<file path="config.mk">
export PLATFORM = sky130hd
export DESIGN_NAME = xor_frame_decoder
export DESIGN_NICKNAME = d
export VERILOG_FILES = /design/src/sv/xfd_pkg.sv /design/src/sv/xor_frame_decoder.sv
export SDC_FILE = /design/constraint.sdc
export NUM_CORES = 1
export LEC_CHECK = 0
export BUFFER_PORTS_ARGS = -buffer_cell sky130_fd_sc_hd__clkbuf_2
export CAP_MARGIN = 10
export CORE_AREA = 2 2 114 116
export DETAILED_ROUTE_END_ITERATION = 6
export DIE_AREA = 0 0 116 118
export PLACE_DENSITY_LB_ADDON = 0.05
export SLEW_MARGIN = 15
export SYNTH_ARGS = -nofsm -noshare
export SYNTH_HDL_FRONTEND = slang
export SYNTH_SLANG_ARGS = --single-unit
</file>
<file path="constraint.sdc">
create_clock -name clk -period 6.7 [get_ports clk]
set_clock_uncertainty 0.05 [all_clocks]
set_input_delay 1.34 -clock clk [delete_from_list [all_inputs] [get_ports clk]]
set_output_delay 1.34 -clock clk [all_outputs]
set_load 0.01 [all_outputs]
</file>
<file path="src/sv/xfd_pkg.sv">
// Shared constants for the XOR frame decoder.
package xfd_pkg;

  localparam int unsigned DEF_BUFFER_BYTES = 512;
  localparam int unsigned FRAME_OVERHEAD   = 8;

  localparam logic [8:0] MAX_PAYLOAD_RST = 9'd504;

  localparam logic [7:0] START_CH = 8'h40;
  localparam logic [7:0] TRAIL_CH = 8'h23;

  typedef logic [1:0] status_t;

  localparam status_t ST_OK       = 2'd0;
  localparam status_t ST_BAD_CHK  = 2'd1;
  localparam status_t ST_BAD_TRL  = 2'd2;
  localparam status_t ST_TOO_LONG = 2'd3;

  localparam logic KIND_DATA   = 1'b0;
  localparam logic KIND_STATUS = 1'b1;

endpackage

</file>
<file path="src/sv/xor_frame_decoder.sv">
// Byte-serial decoder for length-prefixed frames with an XOR checksum.
// Each byte passes through the input register, and its result through the result register.
// Throughput: one byte per cycle while results drain; a stalled result holds
// the parser, and once the input register is full the input stalls too.
// Reset (rst_n, synchronous, active low) returns to the start-byte hunt and
// sets max_payload to 504.
module xor_frame_decoder
  import xfd_pkg::*;
#(
  parameter int unsigned BUFFER_BYTES = DEF_BUFFER_BYTES
) (
  input  logic       clk,
  input  logic       rst_n,
  input  logic       cfg_valid,
  output logic       cfg_ready,
  input  logic [8:0] cfg_max_payload,
  input  logic       in_valid,
  output logic       in_ready,
  input  logic [7:0] in_rx_byte,
  output logic       out_valid,
  input  logic       out_ready,
  output logic       out_kind,
  output logic [7:0] out_data_byte,
  output logic [7:0] out_command,
  output status_t    out_status,
  output logic       out_last
);

  localparam logic [16:0] BUF_LIM = 17'(BUFFER_BYTES - FRAME_OVERHEAD);

  localparam logic [3:0] PH_HUNT1 = 4'd0;
  localparam logic [3:0] PH_HUNT2 = 4'd1;
  localparam logic [3:0] PH_LENHI = 4'd2;
  localparam logic [3:0] PH_LENLO = 4'd3;
  localparam logic [3:0] PH_CMD   = 4'd4;
  localparam logic [3:0] PH_PAY   = 4'd5;
  localparam logic [3:0] PH_CHK   = 4'd6;
  localparam logic [3:0] PH_TR1   = 4'd7;
  localparam logic [3:0] PH_TR2   = 4'd8;

  logic [8:0]  max_payload_r;
  logic        in_vld_r;
  logic [7:0]  in_byte_r;
  logic        advance;

  logic [3:0]  phase_r, phase_nxt;
  logic [15:0] remaining_r, remaining_nxt;
  logic [7:0]  xor_r, xor_nxt;
  logic [7:0]  cmd_r, cmd_nxt;
  logic        chk_bad_r, chk_bad_nxt;
  logic        trl_bad_r, trl_bad_nxt;

  logic        emit;
  logic        kind_nxt;
  logic [7:0]  data_nxt;
  logic [7:0]  ocmd_nxt;
  status_t     status_nxt;

  logic        out_vld_r;
  logic        kind_r;
  logic [7:0]  data_r;
  logic [7:0]  ocmd_r;
  status_t     status_r;

  logic [16:0] limit;
  logic [15:0] len_full;
  logic        trl_bad_end;

  assign cfg_ready = 1'b1;

  always_ff @(posedge clk) begin
    if (!rst_n) begin
      max_payload_r <= MAX_PAYLOAD_RST;
    end else if (cfg_valid) begin
      max_payload_r <= cfg_max_payload;
    end
  end

  // input stage
  assign advance  = in_vld_r && (!out_vld_r || out_ready);
  assign in_ready = !in_vld_r || advance;

  always_ff @(posedge clk) begin
    if (!rst_n) begin
      in_vld_r <= 1'b0;
    end else if (in_ready) begin
      in_vld_r <= in_valid;
    end
  end

  always_ff @(posedge clk) begin
    if (in_valid && in_ready) begin
      in_byte_r <= in_rx_byte;
    end
  end

  // frame parser
  assign limit = ({8'd0, max_payload_r} < BUF_LIM) ? {8'd0, max_payload_r} : BUF_LIM;
  assign len_full    = {remaining_r[7:0], in_byte_r};
  assign trl_bad_end = trl_bad_r || (in_byte_r != TRAIL_CH);

  always_comb begin
    phase_nxt     = phase_r;
    remaining_nxt = remaining_r;
    xor_nxt       = xor_r;
    cmd_nxt       = cmd_r;
    chk_bad_nxt   = chk_bad_r;
    trl_bad_nxt   = trl_bad_r;
    emit          = 1'b0;
    kind_nxt      = KIND_DATA;
    data_nxt      = 8'd0;
    ocmd_nxt      = cmd_r;
    status_nxt    = ST_OK;
    unique case (phase_r)
      PH_HUNT2: begin
        phase_nxt = (in_byte_r == START_CH) ? PH_LENHI : PH_HUNT1;
      end
      PH_LENHI: begin
        remaining_nxt = {8'd0, in_byte_r};
        xor_nxt       = in_byte_r;
        phase_nxt     = PH_LENLO;
      end
      PH_LENLO: begin
        xor_nxt = xor_r ^ in_byte_r;
        if ({1'b0, len_full} > limit) begin
          phase_nxt     = PH_HUNT1;
          remaining_nxt = 16'd0;
          emit          = 1'b1;
          kind_nxt      = KIND_STATUS;
          ocmd_nxt      = 8'd0;
          status_nxt    = ST_TOO_LONG;
        end else begin
          remaining_nxt = len_full;
          phase_nxt     = PH_CMD;
        end
      end
      PH_CMD: begin
        cmd_nxt   = in_byte_r;
        xor_nxt   = xor_r ^ in_byte_r;
        phase_nxt = (remaining_r == 16'd0) ? PH_CHK : PH_PAY;
      end
      PH_PAY: begin
        xor_nxt       = xor_r ^ in_byte_r;
        remaining_nxt = remaining_r - 16'd1;
        if (remaining_r == 16'd1) begin
          phase_nxt = PH_CHK;
        end
        emit     = 1'b1;
        kind_nxt = KIND_DATA;
        data_nxt = in_byte_r;
      end
      PH_CHK: begin
        chk_bad_nxt = (in_byte_r != xor_r);
        phase_nxt   = PH_TR1;
      end
      PH_TR1: begin
        trl_bad_nxt = (in_byte_r != TRAIL_CH);
        phase_nxt   = PH_TR2;
      end
      PH_TR2: begin
        trl_bad_nxt = trl_bad_end;
        phase_nxt   = PH_HUNT1;
        emit        = 1'b1;
        kind_nxt    = KIND_STATUS;
        status_nxt  = trl_bad_end ? ST_BAD_TRL : (chk_bad_r ? ST_BAD_CHK : ST_OK);
      end
      default: begin
        phase_nxt = (in_byte_r == START_CH) ? PH_HUNT2 : PH_HUNT1;
      end
    endcase
  end

  always_ff @(posedge clk) begin
    if (!rst_n) begin
      phase_r     <= PH_HUNT1;
      remaining_r <= 16'd0;
      xor_r       <= 8'd0;
      cmd_r       <= 8'd0;
      chk_bad_r   <= 1'b0;
      trl_bad_r   <= 1'b0;
    end else if (advance) begin
      phase_r     <= phase_nxt;
      remaining_r <= remaining_nxt;
      xor_r       <= xor_nxt;
      cmd_r       <= cmd_nxt;
      chk_bad_r   <= chk_bad_nxt;
      trl_bad_r   <= trl_bad_nxt;
    end
  end

  // result stage
  always_ff @(posedge clk) begin
    if (!rst_n) begin
      out_vld_r <= 1'b0;
    end else if (advance) begin
      out_vld_r <= emit;
    end else if (out_ready) begin
      out_vld_r <= 1'b0;
    end
  end

  always_ff @(posedge clk) begin
    if (advance && emit) begin
      kind_r   <= kind_nxt;
      data_r   <= data_nxt;
      ocmd_r   <= ocmd_nxt;
      status_r <= status_nxt;
    end
  end

  assign out_valid     = out_vld_r;
  assign out_kind      = kind_r;
  assign out_data_byte = data_r;
  assign out_command   = ocmd_r;
  assign out_status    = status_r;
  assign out_last      = kind_r;

  a_stall_only_on_result: assert property (@(posedge clk) disable iff (!rst_n)
    !in_ready |-> (out_vld_r && !out_ready))
    else $error("input stalled without a held result");

  a_data_clean: assert property (@(posedge clk) disable iff (!rst_n)
    (out_vld_r && kind_r == KIND_DATA) |-> (status_r == ST_OK && data_r == data_r))
    else $error("payload result carries a status");

  a_status_no_data: assert property (@(posedge clk) disable iff (!rst_n)
    (out_vld_r && kind_r == KIND_STATUS) |-> (data_r == 8'd0))
    else $error("status result carries data");

  a_too_long_no_cmd: assert property (@(posedge clk) disable iff (!rst_n)
    (out_vld_r && status_r == ST_TOO_LONG) |-> (ocmd_r == 8'd0 && kind_r == KIND_STATUS))
    else $error("length-too-long status with command");

  a_hunt_after_status: assert property (@(posedge clk) disable iff (!rst_n)
    (advance && emit && kind_nxt == KIND_STATUS) |=> (phase_r == PH_HUNT1))
    else $error("parser not hunting after end of frame");

endmodule
</file>
# After elaboration in Yosys (flattened, before gate mapping)
# Index checks and enable logic that the tools add are counted.
[totals] regBits=76 latch_bits=0 ramBits=0 mem_bits_ro=0 output_inout_bits=23 memories=0
[classes] n_addsub=1 n_mul=0 div_mod_pow=0 order_cmp=2 n_eq_ne=13 n_shift=0 muxes=22 bitwise_logic=1 n_reduce_logical=21
[ops] cell="$pmux W16 S3" count=1
[ops] cell="$pmux W4 S8" count=1
[ops] cell="$eq A16 B1 Y1 const B" count=1
[ops] cell="$eq A4 B3 Y1 const B" count=4
[ops] cell="$gt A16 B9 Y1" count=1
[ops] cell="$logic_not A16 Y1" count=1
[ops] cell="$mux W16" count=1
[ops] cell="$mux W8" count=2
[ops] cell="$pmux W8 S2" count=1
[ops] cell="$sub A16 B1 Y16 const B" count=1
[ops] cell="$reduce_and A2 Y1" count=6
[ops] cell="$lt A9 B9 Y1 const B" count=1
[ops] cell="$mux W9" count=1
[ops] cell="$eq A4 B2 Y1 const B" count=2
[ops] cell="$eq A8 B7 Y1 const B" count=1
[ops] cell="$mux W2" count=4
[ops] cell="$ne A8 B6 Y1 const B" count=1
[ops] cell="$ne A8 B8 Y1" count=1
[ops] cell="$xor A8 B8 Y8" count=1
[ops] cell="$pmux W1 S2" count=3
[ops] cell="$reduce_bool A2 Y1" count=3
[ops] cell="$mux W1" count=5
[ops] cell="$eq A4 B1 Y1 const B" count=1
[ops] cell="$eq A4 B4 Y1 const B" count=1
[ops] cell="other kinds (10)" count=15

# Logic depth before layout (Yosys ltp)
[logic_depth] word_depth=6 mapped_depth=11 mapped_depth_nobuf=10

# Worst setup path after synthesis
# OpenSTA, ideal clock, no wires.
[synth_timing] path_kind="input port to output port" startpoint="input port out_ready" endpoint="output port in_ready" t_arrival_ns=1.614 setup_slack_ns=3.696 cell_stages=2 path_buffers=0 path_cell_list="nor2b_1 -> nand2_1"
[synth_between] elab_chain_cells=3
[synth_lines] item="from (decl)" line_no="xor_frame_decoder.sv:21" text="input logic out_ready,"
[synth_lines] item="$logic_or A1 B1 Y1" line_no="xor_frame_decoder.sv:80" text="assign advance = in_vld_r && (!out_vld_r || out_ready);"
[synth_lines] item="$logic_and A1 B1 Y1" line_no="xor_frame_decoder.sv:80"
[synth_lines] item="$logic_or A1 B1 Y1" line_no="xor_frame_decoder.sv:81" text="assign in_ready = !in_vld_r || advance;"
[synth_lines] item="to (decl)" line_no="xor_frame_decoder.sv:18" text="output logic in_ready,"
# No other way between the ends.

# Worst setup path after layout
# Ends and elaborated chain as after synthesis.

==> impl_metrics.env <==
export IMPL_postCtsSetupRepairBufs=0
export IMPL_cp_slowest_stage_delay_ns=0.20
export IMPL_path_cells="clkbuf_2 -> nor2b_1 -> nand2_1 -> clkbuf_2"
export IMPL_timing_max_cap_violations=0
export IMPL_finalCritPeriodShare_pct=49.29
export IMPL_p_leak_nw=1.866
export IMPL_antenna_found_initial=0
export IMPL_synthesis_yosys_warnings=0
export IMPL_tns_ns=0
export IMPL_die_x_um=116
export IMPL_final_hold_viol_count=0
export IMPL_drive_gt1_share_pct=15.57
export IMPL_clock_power_share_pct=50.7
export IMPL_grt_overflow=0
export IMPL_floorplan_io_pins=45
export IMPL_fp_row_count=41
export IMPL_startpoint_type="input pin"
export IMPL_synthesis_nets=455
export IMPL_rsz0062_at_grt="false"
export IMPL_switchingPower_uw=240.0
export IMPL_placement_io_buffers=43
export IMPL_fmax_mhz=302.8
export IMPL_postCtsHoldBufs=0
export IMPL_ant_nets=0
export IMPL_regArea_sq_mm=0.001792
export IMPL_n_antenna_cell=0
export IMPL_wl_per_cell_um=16.27
export IMPL_clockRootBuffer="sky130_fd_sc_hd__clkbuf_16"
export IMPL_vias=3201
export IMPL_drc=0
export IMPL_worst_hold_path_type="reg -> reg"
export IMPL_die_height_um=118
export IMPL_drt_first_pass_iters=4
export IMPL_globalplace_congestion=0.7588
export IMPL_detail_route_wirelength_um=10220
export IMPL_placeableCoreArea_sq_mm=0.01241
export IMPL_critPathCaptureType="output port"
export IMPL_grt_pass1_wl_um=16550
export IMPL_crit_fanout=3
export IMPL_synthesized_cell_area_sq_mm=0.003886
export IMPL_area_growth_pct=17.16
export IMPL_ir_drop_v=0.0001639
export IMPL_effective_utilization_at_floorplan_pct=31.30
export IMPL_post_layout_nets=484
export IMPL_synth_avg_cell_area_sq_um=9.209
export IMPL_htreeDepth=3
export IMPL_pins_over_slew_limit=0
export IMPL_detail_route_iter0_violations=198
export IMPL_first_global_vias=3015
export IMPL_worstMarginPinSlew_ns=0.8724
export IMPL_global_route_usage_total_pct=15.85
export IMPL_tritoncts="done"
export IMPL_crit_path_top_delay_cell="sky130_fd_sc_hd__nor2b_1"
export IMPL_cts_buffers_inserted=9
export IMPL_syn_inst=422
export IMPL_run_status="finished clean"
export IMPL_power_frac_comb_pct=4.1
export IMPL_cp_common_cell="sky130_fd_sc_hd__clkbuf_2"
export IMPL_post_synth_num_cell_types=62
export IMPL_clkTransAtPathRegs_ns=0.06
export IMPL_post_layout_minimum_cycle_time_ns=3.303
export IMPL_total_power_mw=1.105
export IMPL_highest_signal_layer="met4"
export IMPL_postSynth_topFlopCell="sky130_fd_sc_hd__dfxtp_1"
export IMPL_crit_reg2reg_launch="max_payload_r[3]"
export IMPL_met3_wirelength_um=447
export IMPL_slew_limit_headroom_pct=41.84
export IMPL_switching_share_pct=21.72
export IMPL_asyncSetResetFlopFracSynth_pct=0
export IMPL_worst_ep_arrival_time_ns=1.91
export IMPL_timing_critical_path_from="out_ready"
export IMPL_clock_buffer_depth=2
export IMPL_synth_seq_cells=76
export IMPL_skew_pair_late_insertion_delay_ns=0.35
export IMPL_p_int_uw=865.1
export IMPL_die_area_sq_mm=0.01369
export IMPL_pin_count_of_the_biggest_net_entering_global_routing=38
export IMPL_tritoncts_num_sinks=76
export IMPL_hold_path_startpoint="cmd_r[5]"
export IMPL_worst_ep_required_time_ns=5.31
export IMPL_synth_seq_area_share_pct=46.10
export IMPL_p_seq_share_pct=45.2
export IMPL_met2_wirelength_um=4520
export IMPL_multi_input_area_sq_mm=0.001934
export IMPL_timing_worst_setup_path_type="in -> out"
export IMPL_post_cts_resize_count=0
export IMPL_vias_per_cell=5.097
export IMPL_finalSetupViolations=0
export IMPL_power_density_mw_per_mm2=242.7
export IMPL_routedLengthMet1_um=5150
export IMPL_synth_edf_count=27
export IMPL_filler_cell_count=1295
export IMPL_place_hpwl_um=7033
cell families after synthesis:
family	after synthesis	share of synthesized area, %
multiplexers	10	2.576
other	1	0.09649
AND/OR/NAND/NOR	171	23.41
AO/OA/AOI/OAI	105	18.13
flip-flops	76	46.10
buffers and inverters	39	4.121
XOR/XNOR	9	2.028
adder cells (fa/ha/maj)	11	3.541
stage by stage:
stage	setup WS (ns)	cell area [sq um]	hold slack, ns	util [%]	instances
after global routing	3.140	4553	0.4687	36.68	628
after global placement	3.385	4213	0.4188	33.93	612
after CTS	3.380	4553	0.4424	36.68	628
final	3.398	4553	0.4362	36.68	628
after floorplan	3.696	3886	0.3842	-	422
after detailed placement	3.385	4213	0.4282	33.93	612
path summary, 6_finish.rpt:
check | cells after the start | to | slack (ns)
max | 4 | in_ready | 3.40
min reg2reg | 2 | cmd_r[5] | 0.44
min | 2 | cmd_r[5] | 0.44
max reg2reg | 11 | out_status[1] | 3.46
synth_stat cells, types with 10 or more instances:
cell type / count / share of area [%]
sky130_fd_sc_hd__mux2i_1: 10 / 2.6
sky130_fd_sc_hd__edfxtp_1: 27 / 21
sky130_fd_sc_hd__nor2b_1: 14 / 2.3
sky130_fd_sc_hd__o21ai_0: 12 / 1.5
sky130_fd_sc_hd__o21ai_1: 15 / 1.9
sky130_fd_sc_hd__ha_1: 11 / 3.5
sky130_fd_sc_hd__nand3_1: 17 / 2.2
sky130_fd_sc_hd__nand2_1: 39 / 3.8
sky130_fd_sc_hd__a21oi_1: 26 / 3.3
sky130_fd_sc_hd__and2_1: 11 / 1.8
sky130_fd_sc_hd__nor2_1: 44 / 4.2
sky130_fd_sc_hd__dfxtp_1: 49 / 25
sky130_fd_sc_hd__inv_1: 12 / 1.2
sky130_fd_sc_hd__clkbuf_1: 16 / 1.5
cell type report:
type | instances | area share, %
clock buffer | 9 | 4.946
clock inverter | 7 | 2.528
inverter | 13 | 1.072
multi-input combinational | 307 | 42.48
sequential | 76 | 39.35
tap | 172 | 4.727
timing repair buffer | 44 | 4.891
registers in the layout, indices dropped and copies added (netlist names):
register and count:
remaining_r 16, xor_r 8, trl_bad_r 1, out_kind 1
max_payload_r 9, out_valid 1, in_vld_r 1, out_status 2
phase_r 4, in_byte_r 8, out_data_byte 8, chk_bad_r 1
cmd_r 8, out_command 8
placed cells by master (no fill, tap or decap), drive strengths merged, types with 6 or more instances in the layout:
cell     n
clkbuf  52
dfxtp   49
nor2    45
nand2   39
edfxtp  27
a21oi   27
o21ai   27
nand3   17
nor2b   14
inv     13
and2    11
ha      11
mux2i   10
nor3     9
o211ai   9
a32oi    9
xnor2    9
nand4    6
nor4     6
metal layers:
metal | global-route usage (%) | vias up
met2 | 23.10 | 60
met1 | 22.80 | 1531
met4 | 3.646 | 0
met3 | 5.046 | 8
li1 | - | 1602
met5 | 0 | -
power by group through the flow:
| stage | registers [mW] | clock network, mW | logic [mW] |
|---|---|---|---|
| 3_5_place_dp | 0.510 | 0 | 0.0462 |
| 5_1_grt | 0.500 | 0.592 | 0.0526 |
| 3_3_place_gp | 0.509 | 0 | 0.0457 |
| 4_1_cts | 0.499 | 0.576 | 0.0465 |
| 6_report | 0.499 | 0.560 | 0.0458 |
| 2_1_floorplan | 0.500 | 0 | 0.0345 |
worst max-delay path, delay by kind of cell:
family,cells,cell delay (ns)
buffers and inverters,2,0.25
and+or+nand+nor,2,0.32
(Power assumes the default switching activity.)
